==> config.mk <==
export PLATFORM = sky130hd
export DESIGN_NAME = quadrature_counter_clamped_scaled
export DESIGN_NICKNAME = d
export VERILOG_FILES = /design/src/rtl/core/qcs_pkg.sv /design/src/rtl/core/qcs_div.sv /design/src/rtl/core/quadrature_counter_clamped_scaled.sv
export SDC_FILE = /design/constraint.sdc
export NUM_CORES = 1
export LEC_CHECK = 0
export CORE_AREA = 5 5 169 171
export DETAILED_ROUTE_END_ITERATION = 7
export DIE_AREA = 0 0 174 176
export DONT_BUFFER_PORTS = 1
export GPL_ROUTABILITY_DRIVEN = 0
export PLACE_DENSITY_LB_ADDON = 0.15
export SKIP_LAST_GASP = 1
export SYNTH_ARGS = -nofsm -noshare
export SYNTH_HDL_FRONTEND = slang
export SYNTH_SLANG_ARGS = --single-unit
==> constraint.sdc <==
create_clock -name clk_i -period 7.45 [get_ports clk_i]
set_input_delay 1.1175 -clock clk_i [delete_from_list [all_inputs] [get_ports clk_i]]
set_output_delay 1.1175 -clock clk_i [all_outputs]
set_load 0.005 [all_outputs]
==> src/rtl/core/qcs_pkg.sv <==
// ----------------------------------------------------------------------------
// qcs_pkg: shared types and constants of the quadrature counter
// Widths, register indexes, sequencer states and divider handshake structs.
// ----------------------------------------------------------------------------
package qcs_pkg;

  // width of the reported position value
  localparam int VALUE_WIDTH = 16;
  // step size register width
  localparam int STEP_W      = 8;
  // raw count holds value times step
  localparam int RAW_W       = VALUE_WIDTH + STEP_W;
  // signed product of a value and a zero-extended step
  localparam int PROD_W      = VALUE_WIDTH + STEP_W + 1;
  // iteration counter of the serial divider
  localparam int CNT_W       = $clog2(RAW_W);

  // saturation limits as magnitudes
  localparam logic [RAW_W-1:0] VMAX_MAG = RAW_W'((2 ** (VALUE_WIDTH - 1)) - 1);
  localparam logic [RAW_W-1:0] VMIN_MAG = RAW_W'(2 ** (VALUE_WIDTH - 1));
  localparam logic [VALUE_WIDTH-1:0] VMAX_VAL = VALUE_WIDTH'((2 ** (VALUE_WIDTH - 1)) - 1);
  localparam logic [VALUE_WIDTH-1:0] VMIN_VAL = VALUE_WIDTH'(2 ** (VALUE_WIDTH - 1));

  // configuration register indexes
  localparam logic [1:0] REG_STEP = 2'd0;
  localparam logic [1:0] REG_MIN  = 2'd1;
  localparam logic [1:0] REG_MAX  = 2'd2;
  localparam logic [1:0] REG_INIT = 2'd3;

  // sequencer states
  typedef enum logic [2:0] {
    ST_IDLE,
    ST_MUL_LO,
    ST_MUL_HI,
    ST_UPDATE,
    ST_DIV,
    ST_DONE
  } state_e;

  // divider request and response
  typedef struct packed {
    logic start;
  } div_req_t;

  typedef struct packed {
    logic done;
    logic busy;
  } div_rsp_t;

endpackage

==> src/rtl/core/qcs_div.sv <==
// ----------------------------------------------------------------------------
// qcs_div: serial signed-by-unsigned divider
// Restoring shift-subtract, one quotient bit per cycle, truncation toward zero.
// ----------------------------------------------------------------------------
module qcs_div (
  input  logic                             clk_i,
  input  logic                             rst_ni,
  input  qcs_pkg::div_req_t                req_i,
  input  logic signed [qcs_pkg::RAW_W-1:0] dividend_i,
  input  logic [qcs_pkg::STEP_W-1:0]       divisor_i,
  output qcs_pkg::div_rsp_t                rsp_o,
  output logic [qcs_pkg::RAW_W-1:0]        quot_mag_o,
  output logic                             quot_neg_o
);

  logic                         busy_q, busy_d;
  logic                         done_q, done_d;
  logic [qcs_pkg::CNT_W-1:0]    cnt_q, cnt_d;
  logic [qcs_pkg::STEP_W-1:0]   rem_q, rem_d;
  logic [qcs_pkg::STEP_W-1:0]   div_q, div_d;
  logic [qcs_pkg::RAW_W-1:0]    dvd_q, dvd_d;
  logic                         neg_q, neg_d;
  logic [qcs_pkg::STEP_W:0]     trial;
  logic [qcs_pkg::STEP_W:0]     diff;
  logic                         ge;
  logic [qcs_pkg::RAW_W-1:0]    abs_dvd;

  // magnitude of the dividend, the most negative value fits unsigned
  assign abs_dvd = dividend_i[qcs_pkg::RAW_W-1] ? (~dividend_i + 1'b1) : dividend_i;

  // one restoring step
  assign trial = {rem_q, dvd_q[qcs_pkg::RAW_W-1]};
  assign diff  = trial - {1'b0, div_q};
  assign ge    = (trial >= {1'b0, div_q});

  always_comb begin
    busy_d = busy_q;
    done_d = 1'b0;
    cnt_d  = cnt_q;
    rem_d  = rem_q;
    div_d  = div_q;
    dvd_d  = dvd_q;
    neg_d  = neg_q;
    if (req_i.start) begin
      busy_d = 1'b1;
      cnt_d  = qcs_pkg::CNT_W'(qcs_pkg::RAW_W - 1);
      rem_d  = '0;
      div_d  = divisor_i;
      dvd_d  = abs_dvd;
      neg_d  = dividend_i[qcs_pkg::RAW_W-1];
    end else if (busy_q) begin
      rem_d = ge ? diff[qcs_pkg::STEP_W-1:0] : trial[qcs_pkg::STEP_W-1:0];
      dvd_d = {dvd_q[qcs_pkg::RAW_W-2:0], ge};
      cnt_d = cnt_q - 1'b1;
      if (cnt_q == '0) begin
        busy_d = 1'b0;
        done_d = 1'b1;
      end
    end
  end

  // control state
  always_ff @(posedge clk_i or negedge rst_ni) begin
    if (!rst_ni) begin
      busy_q <= 1'b0;
      done_q <= 1'b0;
      cnt_q  <= '0;
    end else begin
      busy_q <= busy_d;
      done_q <= done_d;
      cnt_q  <= cnt_d;
    end
  end

  // datapath
  always_ff @(posedge clk_i) begin
    rem_q <= rem_d;
    div_q <= div_d;
    dvd_q <= dvd_d;
    neg_q <= neg_d;
  end

  assign rsp_o.done = done_q;
  assign rsp_o.busy = busy_q;
  assign quot_mag_o = dvd_q;
  assign quot_neg_o = neg_q;

endmodule

==> src/rtl/core/quadrature_counter_clamped_scaled.sv <==
// ----------------------------------------------------------------------------
// quadrature_counter_clamped_scaled: x4 quadrature position counter
// Edge beats step a raw count, clamp it to scaled bounds and report count/step.
//
//   channel | dir | handshake              | payload
//   --------+-----+------------------------+-----------------------------------
//   in      | in  | in_valid_i/in_stall_o  | edge_pin_i edge_rising_i
//           |     |                        | other_level_i
//   out     | out | out_valid_o/out_stall_i| position_value_o
//   cfg     | in  | cfg_we_i               | cfg_addr_i cfg_wdata_i
//
// An edge beat goes from accept to result through two passes through the shared
// multiplier for the bounds, a clamp step, then the serial divider at one
// quotient bit per cycle.
// in_stall_o is high from accept until the sequencer is idle again.
// A finished result waits in the output register; a new beat may be taken
// meanwhile and waits at its end until the register is free.
// Reset gives step 1, full-range bounds and a raw count of zero.
// ----------------------------------------------------------------------------
module quadrature_counter_clamped_scaled (
  input  logic                                    clk_i,
  input  logic                                    rst_ni,
  input  logic                                    in_valid_i,
  output logic                                    in_stall_o,
  input  logic                                    edge_pin_i,
  input  logic                                    edge_rising_i,
  input  logic                                    other_level_i,
  output logic                                    out_valid_o,
  input  logic                                    out_stall_i,
  output logic signed [qcs_pkg::VALUE_WIDTH-1:0]  position_value_o,
  input  logic                                    cfg_we_i,
  input  logic [1:0]                              cfg_addr_i,
  input  logic [qcs_pkg::VALUE_WIDTH-1:0]         cfg_wdata_i
);

  qcs_pkg::state_e state_q, state_d;

  logic [qcs_pkg::STEP_W-1:0]             step_q;
  logic signed [qcs_pkg::VALUE_WIDTH-1:0] min_q, max_q;
  logic signed [qcs_pkg::RAW_W-1:0]       raw_q, raw_d;
  logic signed [qcs_pkg::RAW_W-1:0]       lo_q, hi_q;
  logic                                   up_q;
  logic                                   out_valid_q;
  logic [qcs_pkg::VALUE_WIDTH-1:0]        out_q;

  logic [qcs_pkg::STEP_W-1:0]             st_eff;
  logic signed [qcs_pkg::VALUE_WIDTH-1:0] mul_a;
  logic signed [qcs_pkg::PROD_W-1:0]      prod;
  logic signed [qcs_pkg::RAW_W:0]         sum;
  logic signed [qcs_pkg::RAW_W:0]         lo_ext, hi_ext;
  logic [qcs_pkg::VALUE_WIDTH-1:0]        sat_val;
  logic [qcs_pkg::RAW_W-1:0]              neg_mag;
  logic                                   in_acc;
  logic                                   init_wr;
  logic                                   load_lo, load_hi, load_raw, load_out;

  qcs_pkg::div_req_t                      div_req;
  qcs_pkg::div_rsp_t                      div_rsp;
  logic [qcs_pkg::RAW_W-1:0]              quot_mag;
  logic                                   quot_neg;

  // a zero step counts as one
  assign st_eff = (step_q == '0) ? qcs_pkg::STEP_W'(1) : step_q;

  // shared multiplier: init load on config, bounds under the sequencer
  assign init_wr = cfg_we_i && (cfg_addr_i == qcs_pkg::REG_INIT);
  always_comb begin
    if (init_wr) begin
      mul_a = $signed(cfg_wdata_i);
    end else if (state_q == qcs_pkg::ST_MUL_LO) begin
      mul_a = min_q;
    end else begin
      mul_a = max_q;
    end
  end
  assign prod = qcs_pkg::PROD_W'(mul_a * $signed({1'b0, st_eff}));

  // step and clamp, lower bound tested first
  assign sum    = $signed({raw_q[qcs_pkg::RAW_W-1], raw_q}) + (up_q ? 2'sd1 : -2'sd1);
  assign lo_ext = {lo_q[qcs_pkg::RAW_W-1], lo_q};
  assign hi_ext = {hi_q[qcs_pkg::RAW_W-1], hi_q};
  always_comb begin
    if (sum < lo_ext) begin
      raw_d = lo_q;
    end else if (sum > hi_ext) begin
      raw_d = hi_q;
    end else begin
      raw_d = sum[qcs_pkg::RAW_W-1:0];
    end
  end

  // saturate the quotient to the value range
  assign neg_mag = ~quot_mag + 1'b1;
  always_comb begin
    if (quot_neg) begin
      sat_val = (quot_mag > qcs_pkg::VMIN_MAG) ? qcs_pkg::VMIN_VAL
                                               : neg_mag[qcs_pkg::VALUE_WIDTH-1:0];
    end else begin
      sat_val = (quot_mag > qcs_pkg::VMAX_MAG) ? qcs_pkg::VMAX_VAL
                                               : quot_mag[qcs_pkg::VALUE_WIDTH-1:0];
    end
  end

  // sequencer: next state and controls
  assign in_acc = in_valid_i && !in_stall_o;
  always_comb begin
    state_d       = state_q;
    in_stall_o    = 1'b1;
    load_lo       = 1'b0;
    load_hi       = 1'b0;
    load_raw      = 1'b0;
    load_out      = 1'b0;
    div_req.start = 1'b0;
    case (state_q)
      qcs_pkg::ST_IDLE: begin
        in_stall_o = 1'b0;
        if (in_valid_i) begin
          state_d = qcs_pkg::ST_MUL_LO;
        end
      end
      qcs_pkg::ST_MUL_LO: begin
        load_lo = 1'b1;
        state_d = qcs_pkg::ST_MUL_HI;
      end
      qcs_pkg::ST_MUL_HI: begin
        load_hi = 1'b1;
        state_d = qcs_pkg::ST_UPDATE;
      end
      qcs_pkg::ST_UPDATE: begin
        load_raw      = 1'b1;
        div_req.start = 1'b1;
        state_d       = qcs_pkg::ST_DIV;
      end
      qcs_pkg::ST_DIV: begin
        if (div_rsp.done) begin
          state_d = qcs_pkg::ST_DONE;
        end
      end
      qcs_pkg::ST_DONE: begin
        if (!out_valid_q || !out_stall_i) begin
          load_out = 1'b1;
          state_d  = qcs_pkg::ST_IDLE;
        end
      end
      default: begin
        state_d = qcs_pkg::ST_IDLE;
      end
    endcase
  end

  // state register
  always_ff @(posedge clk_i or negedge rst_ni) begin
    if (!rst_ni) begin
      state_q <= qcs_pkg::ST_IDLE;
    end else begin
      state_q <= state_d;
    end
  end

  // configuration registers and raw count
  always_ff @(posedge clk_i or negedge rst_ni) begin
    if (!rst_ni) begin
      step_q <= qcs_pkg::STEP_W'(1);
      min_q  <= $signed(qcs_pkg::VMIN_VAL);
      max_q  <= $signed(qcs_pkg::VMAX_VAL);
      raw_q  <= '0;
    end else begin
      if (cfg_we_i) begin
        case (cfg_addr_i)
          qcs_pkg::REG_STEP: step_q <= cfg_wdata_i[qcs_pkg::STEP_W-1:0];
          qcs_pkg::REG_MIN:  min_q  <= $signed(cfg_wdata_i);
          qcs_pkg::REG_MAX:  max_q  <= $signed(cfg_wdata_i);
          qcs_pkg::REG_INIT: raw_q  <= prod[qcs_pkg::RAW_W-1:0];
          default: ;
        endcase
      end
      if (load_raw) begin
        raw_q <= raw_d;
      end
    end
  end

  // output beat valid
  always_ff @(posedge clk_i or negedge rst_ni) begin
    if (!rst_ni) begin
      out_valid_q <= 1'b0;
    end else if (load_out) begin
      out_valid_q <= 1'b1;
    end else if (!out_stall_i) begin
      out_valid_q <= 1'b0;
    end
  end

  // datapath registers
  always_ff @(posedge clk_i) begin
    if (in_acc) begin
      up_q <= edge_rising_i ^ other_level_i ^ edge_pin_i;
    end
    if (load_lo) begin
      lo_q <= prod[qcs_pkg::RAW_W-1:0];
    end
    if (load_hi) begin
      hi_q <= prod[qcs_pkg::RAW_W-1:0];
    end
    if (load_out) begin
      out_q <= sat_val;
    end
  end

  // serial divider
  qcs_div u_div (
    .clk_i      (clk_i),
    .rst_ni     (rst_ni),
    .req_i      (div_req),
    .dividend_i (raw_d),
    .divisor_i  (st_eff),
    .rsp_o      (div_rsp),
    .quot_mag_o (quot_mag),
    .quot_neg_o (quot_neg)
  );

  assign out_valid_o      = out_valid_q;
  assign position_value_o = $signed(out_q);

  // a result appears only out of the final state
  a_out_from_done: assert property (@(posedge clk_i) disable iff (!rst_ni)
    $rose(out_valid_q) |-> $past(state_q == qcs_pkg::ST_DONE))
    else $error("output beat without a finished item");

  // with ordered bounds the count lands inside them
  a_clamp_range: assert property (@(posedge clk_i) disable iff (!rst_ni)
    (state_q == qcs_pkg::ST_UPDATE && lo_q <= hi_q) |=> (raw_q >= lo_q && raw_q <= hi_q))
    else $error("raw count outside bounds after update");

  // the divider finishes only while the sequencer waits on it
  a_div_done: assert property (@(posedge clk_i) disable iff (!rst_ni)
    div_rsp.done |-> (state_q == qcs_pkg::ST_DIV))
    else $error("divider done outside the divide state");

  // an accepted beat starts the bound computation
  a_accept_seq: assert property (@(posedge clk_i) disable iff (!rst_ni)
    in_acc |=> (state_q == qcs_pkg::ST_MUL_LO && in_stall_o))
    else $error("accepted beat did not start the sequence");

endmodule

# --- Word-level counts from Yosys, hierarchy flattened ---
# Cells that the tools add are included.
# W data, S select, Z words.
word_totals:
  ff_bits: 181
  latchBits: 0
  mem_bits_rw: 0
  rom_bits: 0
  in_bits: 26
  elab_cells: 97
  memories: 0
op_classes:
  add_sub_neg: 5
  n_mul: 1
  div_mod_pow: 0
  n_lt_le_gt_ge: 5
  eq_ne: 12
  n_shift: 0
  muxes: 36
  bitwise: 4
  n_reduce_logical: 17
op_table:
  columns: ["operator", "n"]
  rows:
  - ["$mux W24", 8]
  - ["$mux W16", 5]
  - ["$add A24 B25 Y25", 1]
  - ["$gt A25 B24 Y1", 1]
  - ["$lt A25 B24 Y1", 1]
  - ["$mux W25", 1]
  - ["$add A24 B1 Y24 const B", 1]
  - ["$gt A24 B15 Y1 const B", 1]
  - ["$gt A24 B16 Y1 const B", 1]
  - ["$mul A16 B9 Y24", 1]
  - ["$not A24 Y24", 1]
  - ["$pmux W3 S6", 1]
  - ["$add A16 B1 Y16 const B", 1]
  - ["$mux W8", 2]
  - ["$not A16 Y16", 1]
  - ["$mux W1", 14]
  - ["$mux W5", 2]
  - ["$ge A9 B8 Y1", 1]
  - ["$mux W3", 3]
  - ["$logic_not A8 Y1", 1]
  - ["$reduce_and A2 Y1", 4]
  - ["$sub A8 B8 Y8", 1]
  - ["$eq A3 B2 Y1 const B", 2]
  - ["$eq A3 B3 Y1 const B", 2]
  - ["15 further kinds", 23]

# --- Longest topological paths before layout ---
logic_depth:
  depth_word: 9
  ltp_mapped: 28
  ltp_nobuf: 26

# --- Modules after synthesis ---
# A second synthesis with hierarchy kept.
hier_totals:
  hier_cells: 1716
  hier_area_um2: 16047.9
by_module_without_submodules:
  columns: ["mod", "n_inst", "cells_per_inst", "area_per_inst_um2", "seq_area_each_um2"]
  rows:
  - ["quadrature_counter_clamped_scaled", 1, 1417, 13197.7, 3674.8]
  - ["qcs_div", 1, 299, 2850.2, 1326.3]

# --- Least setup slack after synthesis ---
# Ideal clock, no wire load.
synth_path:
  path_type: "flip-flop to flip-flop"
  startpoint: "reg state_q[0]"
  endpoint: "reg raw_q[23] (netlist bit)"
  setup_time_ns: 0.120
  t_arrival_ns: 6.967
  t_required_ns: 7.330
  path_slack_ns: 0.363
  stages_incl_launch_ff: 26
  path_buffers: 3
  period_less_slack_ns: 7.087
  cell_sequence: "dfrtp_1 clkbuf_1 nor3b_1 buf_1 clkbuf_1 mux2i_1 o21ai_1 nand2_1 fa_1 inv_1 fa_1 inv_1 fa_1 inv_1 fa_1 ha_1 or2_2 a21o_1 a31oi_1 a311o_1 a31oi_1 a31oi_1 o21bai_1 a21oi_1 xnor2_1 a31o_2"
synth_between:
  elab_chain_cells: 7
  elab_cells_between_ends: 12
  cone_classes: "mul: 1; eq/ne: 2; mux: 6; reduce/logical: 3"
synth_lines:
  columns: ["item", "line_no", "text"]
  rows:
  - ["from (decl)", "quadrature_counter_clamped_scaled.sv:36", "qcs_pkg::state_e state_q, state_d;"]
  - ["from (signal assigned)", "quadrature_counter_clamped_scaled.sv:154", "state_q <= qcs_pkg::ST_IDLE;"]
  - ["from (signal assigned)", "quadrature_counter_clamped_scaled.sv:156", "state_q <= state_d;"]
  - ["$eq A3 B1 Y1", "quadrature_counter_clamped_scaled.sv:70", "end else if (state_q == qcs_pkg::ST_MUL_LO) begin"]
  - ["$mux W16", "quadrature_counter_clamped_scaled.sv:70", null]
  - ["$mux W16", "quadrature_counter_clamped_scaled.sv:68", "if (init_wr) begin"]
  - ["$mul A16 B9 Y24", "quadrature_counter_clamped_scaled.sv:76", "assign prod = qcs_pkg::PROD_W'(mul_a * $signed({1'b0, st_eff}));"]
  - ["via prod (one bit)", "quadrature_counter_clamped_scaled.sv:48", "logic signed [qcs_pkg::PROD_W-1:0] prod;"]
  - ["$mux W24", "quadrature_counter_clamped_scaled.sv:169", "case (cfg_addr_i)"]
  - ["$mux W24", "quadrature_counter_clamped_scaled.sv:168", "if (cfg_we_i) begin"]
  - ["$mux W24", "quadrature_counter_clamped_scaled.sv:177", "if (load_raw) begin"]
  - ["to (signal assigned)", "quadrature_counter_clamped_scaled.sv:173", "qcs_pkg::REG_INIT: raw_q <= prod[qcs_pkg::RAW_W-1:0];"]
  - ["to (signal assigned)", "quadrature_counter_clamped_scaled.sv:178", "raw_q <= raw_d;"]
  - ["to (decl)", "quadrature_counter_clamped_scaled.sv:40", "logic signed [qcs_pkg::RAW_W-1:0] raw_q, raw_d;"]
# The timed path passes the listed nets, and every way through them passes these cells. The select of a mux whose other input is x is not followed.
# A chain may end at the register's enable or synchronous reset.

# --- Worst setup path in the final report ---
layout_path:
  startpoint: "reg up_q"
  endpoint: "reg u_div.dvd_q, in the netlist u_div.quot_mag_o[18] (data pin)"
layout_between:
  elab_chain_cells: 9
  elab_cells_between_ends: 10
  cone_classes: "add/sub: 2; order compare: 2; mux: 5; bitwise: 1"
layout_lines:
  columns: ["item", "line_no", "text"]
  rows:
  - ["from (decl)", "quadrature_counter_clamped_scaled.sv:42", "logic up_q;"]
  - ["from (signal assigned)", "quadrature_counter_clamped_scaled.sv:197", "up_q <= edge_rising_i ^ other_level_i ^ edge_pin_i;"]
  - ["$mux W25 *", "quadrature_counter_clamped_scaled.sv:79", "assign sum = $signed({raw_q[qcs_pkg::RAW_W-1], raw_q}) + (up_q ? 2'sd1 : -2'sd1);"]
  - ["$add A24 B25 Y25 *", "quadrature_counter_clamped_scaled.sv:79", null]
  - ["$gt A25 B24 Y1", "quadrature_counter_clamped_scaled.sv:85", "end else if (sum > hi_ext) begin"]
  - ["$mux W24", "quadrature_counter_clamped_scaled.sv:85", null]
  - ["$mux W24 *", "quadrature_counter_clamped_scaled.sv:83", "if (sum < lo_ext) begin"]
  - ["$not A24 Y24", "qcs_div.sv:29", "assign abs_dvd = dividend_i[qcs_pkg::RAW_W-1] ? (~dividend_i + 1'b1) : dividend_i;"]
  - ["$add A24 B1 Y24", "qcs_div.sv:29", null]
  - ["$mux W24 *", "qcs_div.sv:29", null]
  - ["$mux W24 *", "qcs_div.sv:44", "if (req_i.start) begin"]
  - ["via u_div.dvd_d (one bit)", "qcs_div.sv:21", "logic [qcs_pkg::RAW_W-1:0] dvd_q, dvd_d;"]
  - ["to (signal assigned)", "qcs_div.sv:79", "dvd_q <= dvd_d;"]
  - ["to (decl)", "qcs_div.sv:21", null]
# Mark *: on every way through the listed nets, which the timed path passes. The rest lies on a longest branch.

==> summary.md <==
| Metric | Value |
|---|---|
| Inst Count DP | `2021` |
| Iteration-0 DRC Markers | `1148` |
| Worst-path fanout max | `11` |
| Worst-Skew Late Latency | `0.45 ns` |
| Top cells by area, synth | `edfxtp_1, fa_1, ha_1, dfrtp_1, inv_1` |
| Final setup violation count | `0` |
| Max-cap violations | `0` |
| Syn_nets | `1978` |
| FF-to-FF Start | `up_q$_DFFE_PP_` |
| CTS Buf Count | `17` |
| Antenna violations before repair | `0` |
| Area added between synthesis and finish | `6.44%` |
| Filler cells | `2203` |
| First-pass iteration count of the detailed router | `6` |
| Core Area | `26700 µm²` |
| DRC | `0` |
| Diodes inserted | `0` |
| Final ANT Viol Nets | `0` |
| DRT Wirelength | `37500 µm` |
| CTS Hold Buffers Added | `0` |
| Netlist cell types | `74` |
| Compound-cell area share of the yosys netlist | `13.4%` |
| Largest family of logic cells by synthesized area | `adder cells` |
| Share of layout cells above drive strength 1 | `8.41%` |
| RSZ-0062 raised after global routing | `no` |
| Post-synth top flop | `edfxtp_1` |
| Vias in the first global route | `12540` |
| Critical Path Sink Type | `register` |
| Overall global routing resource usage | `25.1%` |
| Yosys top cell by area | `edfxtp_1` |
| Worst Path Required | `7.64 ns` |
| CP peak stage delay | `0.57 ns` |
| CTS root buf | `clkbuf_16` |
| Yosys warns | `0` |
| Post-synthesis mux area share | `4.64%` |
| WL/cell | `18.3 µm` |
| Largest net degree at the start of global routing | `76` |
| CP Class | `register to register` |
| Number of port buffers | `0` |
| Synthesized-area fraction occupied by adder cells | `23.2%` |
| Die span in x | `174 µm` |
| Worst slew pin tran | `1.24 ns` |
| Status | `complete, no violations` |
| Clock skew | `0.0142 ns` |
| Mapped Cells | `1719` |
| Congestion Overflow GR | `0` |
| R2R Setup Slk | `0.51 ns` |
| Max Slew Vio Count | `0` |
| FF-to-FF End | `u_div.quot_mag_o[18]$_DFFE_PP_` |
| DR vias/cell | `5.94` |
| CP max-delay cell | `a2111oi_1` |
| Worst-path cell chain | `inv_1 -> ha_1 -> nor2b_1 -> o31a_1 -> o41a_1 -> o2111a_1 -> o31a_1 -> o21a_1 -> a31oi_1 -> xnor2_1 -> ha_1 -> nand3_1 -> nand2_1 -> a2111oi_1 -> o2111ai_2 -> a221o_1 -> o311ai_0 -> and3_1 -> and4bb_2 -> a41oi_1 -> xnor2_1 -> mux2_2` |
| Synthesized area | `15900 µm²` |
| DIE AREA | `30600 µm²` |
| CTS max path bufs | `2` |
| Post-Layout Cell Count | `2053` |
| Via count | `12197` |
| Reg2Reg Depth | `22` |
| Post-synthesis simple-gate area fraction | `16.6%` |
| Final Cycle Share | `93.2%` |
| Initial Utilization | `59.4%` |
| Setup Total Neg Slack | `0 ns` |
| # Post-CTS Setup Buffers | `0` |
| Multi-input combinational cell area | `9790 µm²` |
| Clock transition at the registers of the reported paths | `0.07 ns` |
| Max frequency | `0.144 GHz` |
| Ports | `44` |
| CTS tree | `built` |
| Worst Path Arrival | `7.13 ns` |
| Nets | `1958` |
| Top cell type's share of synthesized area | `18.5%` |
| FP Rows | `60` |
| First-pass GRT wire length | `63000 µm` |
| Register area share after synthesis | `31.5%` |
| Sequential Area | `5000 µm²` |
| Hold Path Class | `input pin to async pin` |
| Die H | `176 µm` |
| Finished Core Util | `63.2%` |
| Number of flops mapped to enable cells by yosys | `98` |
| Final hold violation count | `0` |
| Hpwl dp | `29200 µm` |
| Normalized max-slew margin | `17.1%` |
| Worst Setup Start Kind | `register` |
| #FFs+latches synth | `181` |
| CTS H-Tree Depth | `4` |
| Async set-or-reset flop fraction in the synthesized netlist | `41.4%` |
| Post-route minimum period | `6.94 ns` |
| Avg Inst Size Synth | `9.23 µm²` |
| CTS sink count | `181` |
| Xor/xnor share of the synthesized area | `3.59%` |
## registers in the layout, summed over array words and instances, names as in the netlist
signal,cells
hi_q,24
lo_q,24
raw_q,24
u_div.quot_mag_o,24
max_q,16
min_q,16
position_value_o,16
step_q,8
u_div.div_q,8
u_div.rem_q,8
u_div.cnt_q,5
state_q,3
out_valid_o,1
u_div.busy_q,1
u_div.done_q,1
u_div.quot_neg_o,1
up_q,1
## Yosys cell counts (31+ instances only)
cell      number
mux2_2        44
and2_1        85
fa_1         102
clkbuf_1      55
xor2_1        31
dfrtp_1       58
inv_1        232
ha_1         131
nand2_1      216
nor2_1        68
o21ai_0       76
edfxtp_1      98
a21oi_1      104
xnor2_1       34
## metal layers
layer	global-route usage, %	wire length (µm)	share of wire, %
met5	0	0	0
met4	9.07	1170	3.1
met3	4.65	2320	6.2
met2	41.1	17200	46
met1	33.8	16900	45
## through the flow
step / setup slack (ns) / cell area (µm²) / hold WS (ns)
floorplan: 0.363 / 15900 / 0.449
global placement: 0.580 / 16300 / 0.461
detailed placement: 0.458 / 16300 / 0.463
global route: 0.0165 / 16900 / 0.342
CTS: 0.517 / 16900 / 0.348
finish: 0.506 / 16900 / 0.361
## final cells by class
type,count,area share (%)
inverters,233,5.18
flip-flops and latches,181,29.6
multi-input cells,1241,58.0
clock buffers,22,2.96
clock inverters,10,0.644
repair buffers,25,1.11
well taps,341,2.53
## repair_timing
action                     in CTS  in global routing
resized for setup               0                  2
setup endpoints to repair       0                  5
hold endpoints to repair        0                  0
## critical path, delay by kind of cell, from the launching register on
kind / cells / cell delay (ns)
multiplexers: 1 / 0.27
AO/OA/AOI/OAI: 11 / 3.59
AND/OR/NAND/NOR: 5 / 1.01
XOR/XNOR: 2 / 0.39
flip-flops: 1 / 0.41
buffers and inverters: 1 / 0.32
adder cells (fa/ha/maj): 2 / 0.68
## cells in the final DEF (no fill, tap or decap), drive strengths merged, types with 21 or more instances in the layout
master  instances
inv           235
nand2         216
ha            131
a21oi         104
fa            102
edfxtp         98
o21ai          92
and2           85
nor2           68
dfrtp          58
mux2           44
xnor2          34
xor2           31
nand3          29
nor3           26
buf            25
mux2i          24
and3           23
clkbuf         22
a211oi         21
## logic make-up (layout without fill, tap and decap cells)
logic type	after synthesis	after routing
xor gates and xnor gates	65	65
DFF	181	181
buffers and inverters	297	290
AOI/OAI and AO/OA	341	341
adders and majority gates	233	233
and+or+nand+nor	534	534
muxes	68	68
## worst max path at each step
| stage | start | end | slack [ns] |
|---|---|---|---|
| 5_1_grt | up_q$_DFFE_PP_ | u_div.quot_mag_o[18]$_DFFE_PP_ | 0.02 |
| 4_1_cts | up_q$_DFFE_PP_ | u_div.quot_mag_o[18]$_DFFE_PP_ | 0.52 |
| 2_1_floorplan | state_q[0]$_DFFE_PN0P_ | raw_q[23]$_DFFE_PN0P_ | 0.36 |
| 3_3_place_gp | cfg_we_i | raw_q[22]$_DFFE_PN0P_ | 0.58 |
| 6_report | up_q$_DFFE_PP_ | u_div.quot_mag_o[18]$_DFFE_PP_ | 0.51 |
| 3_5_place_dp | cfg_we_i | raw_q[22]$_DFFE_PN0P_ | 0.46 |
Power is not shown: default switching activity piles up to over one toggle a cycle in this logic, so the estimate is an artifact.
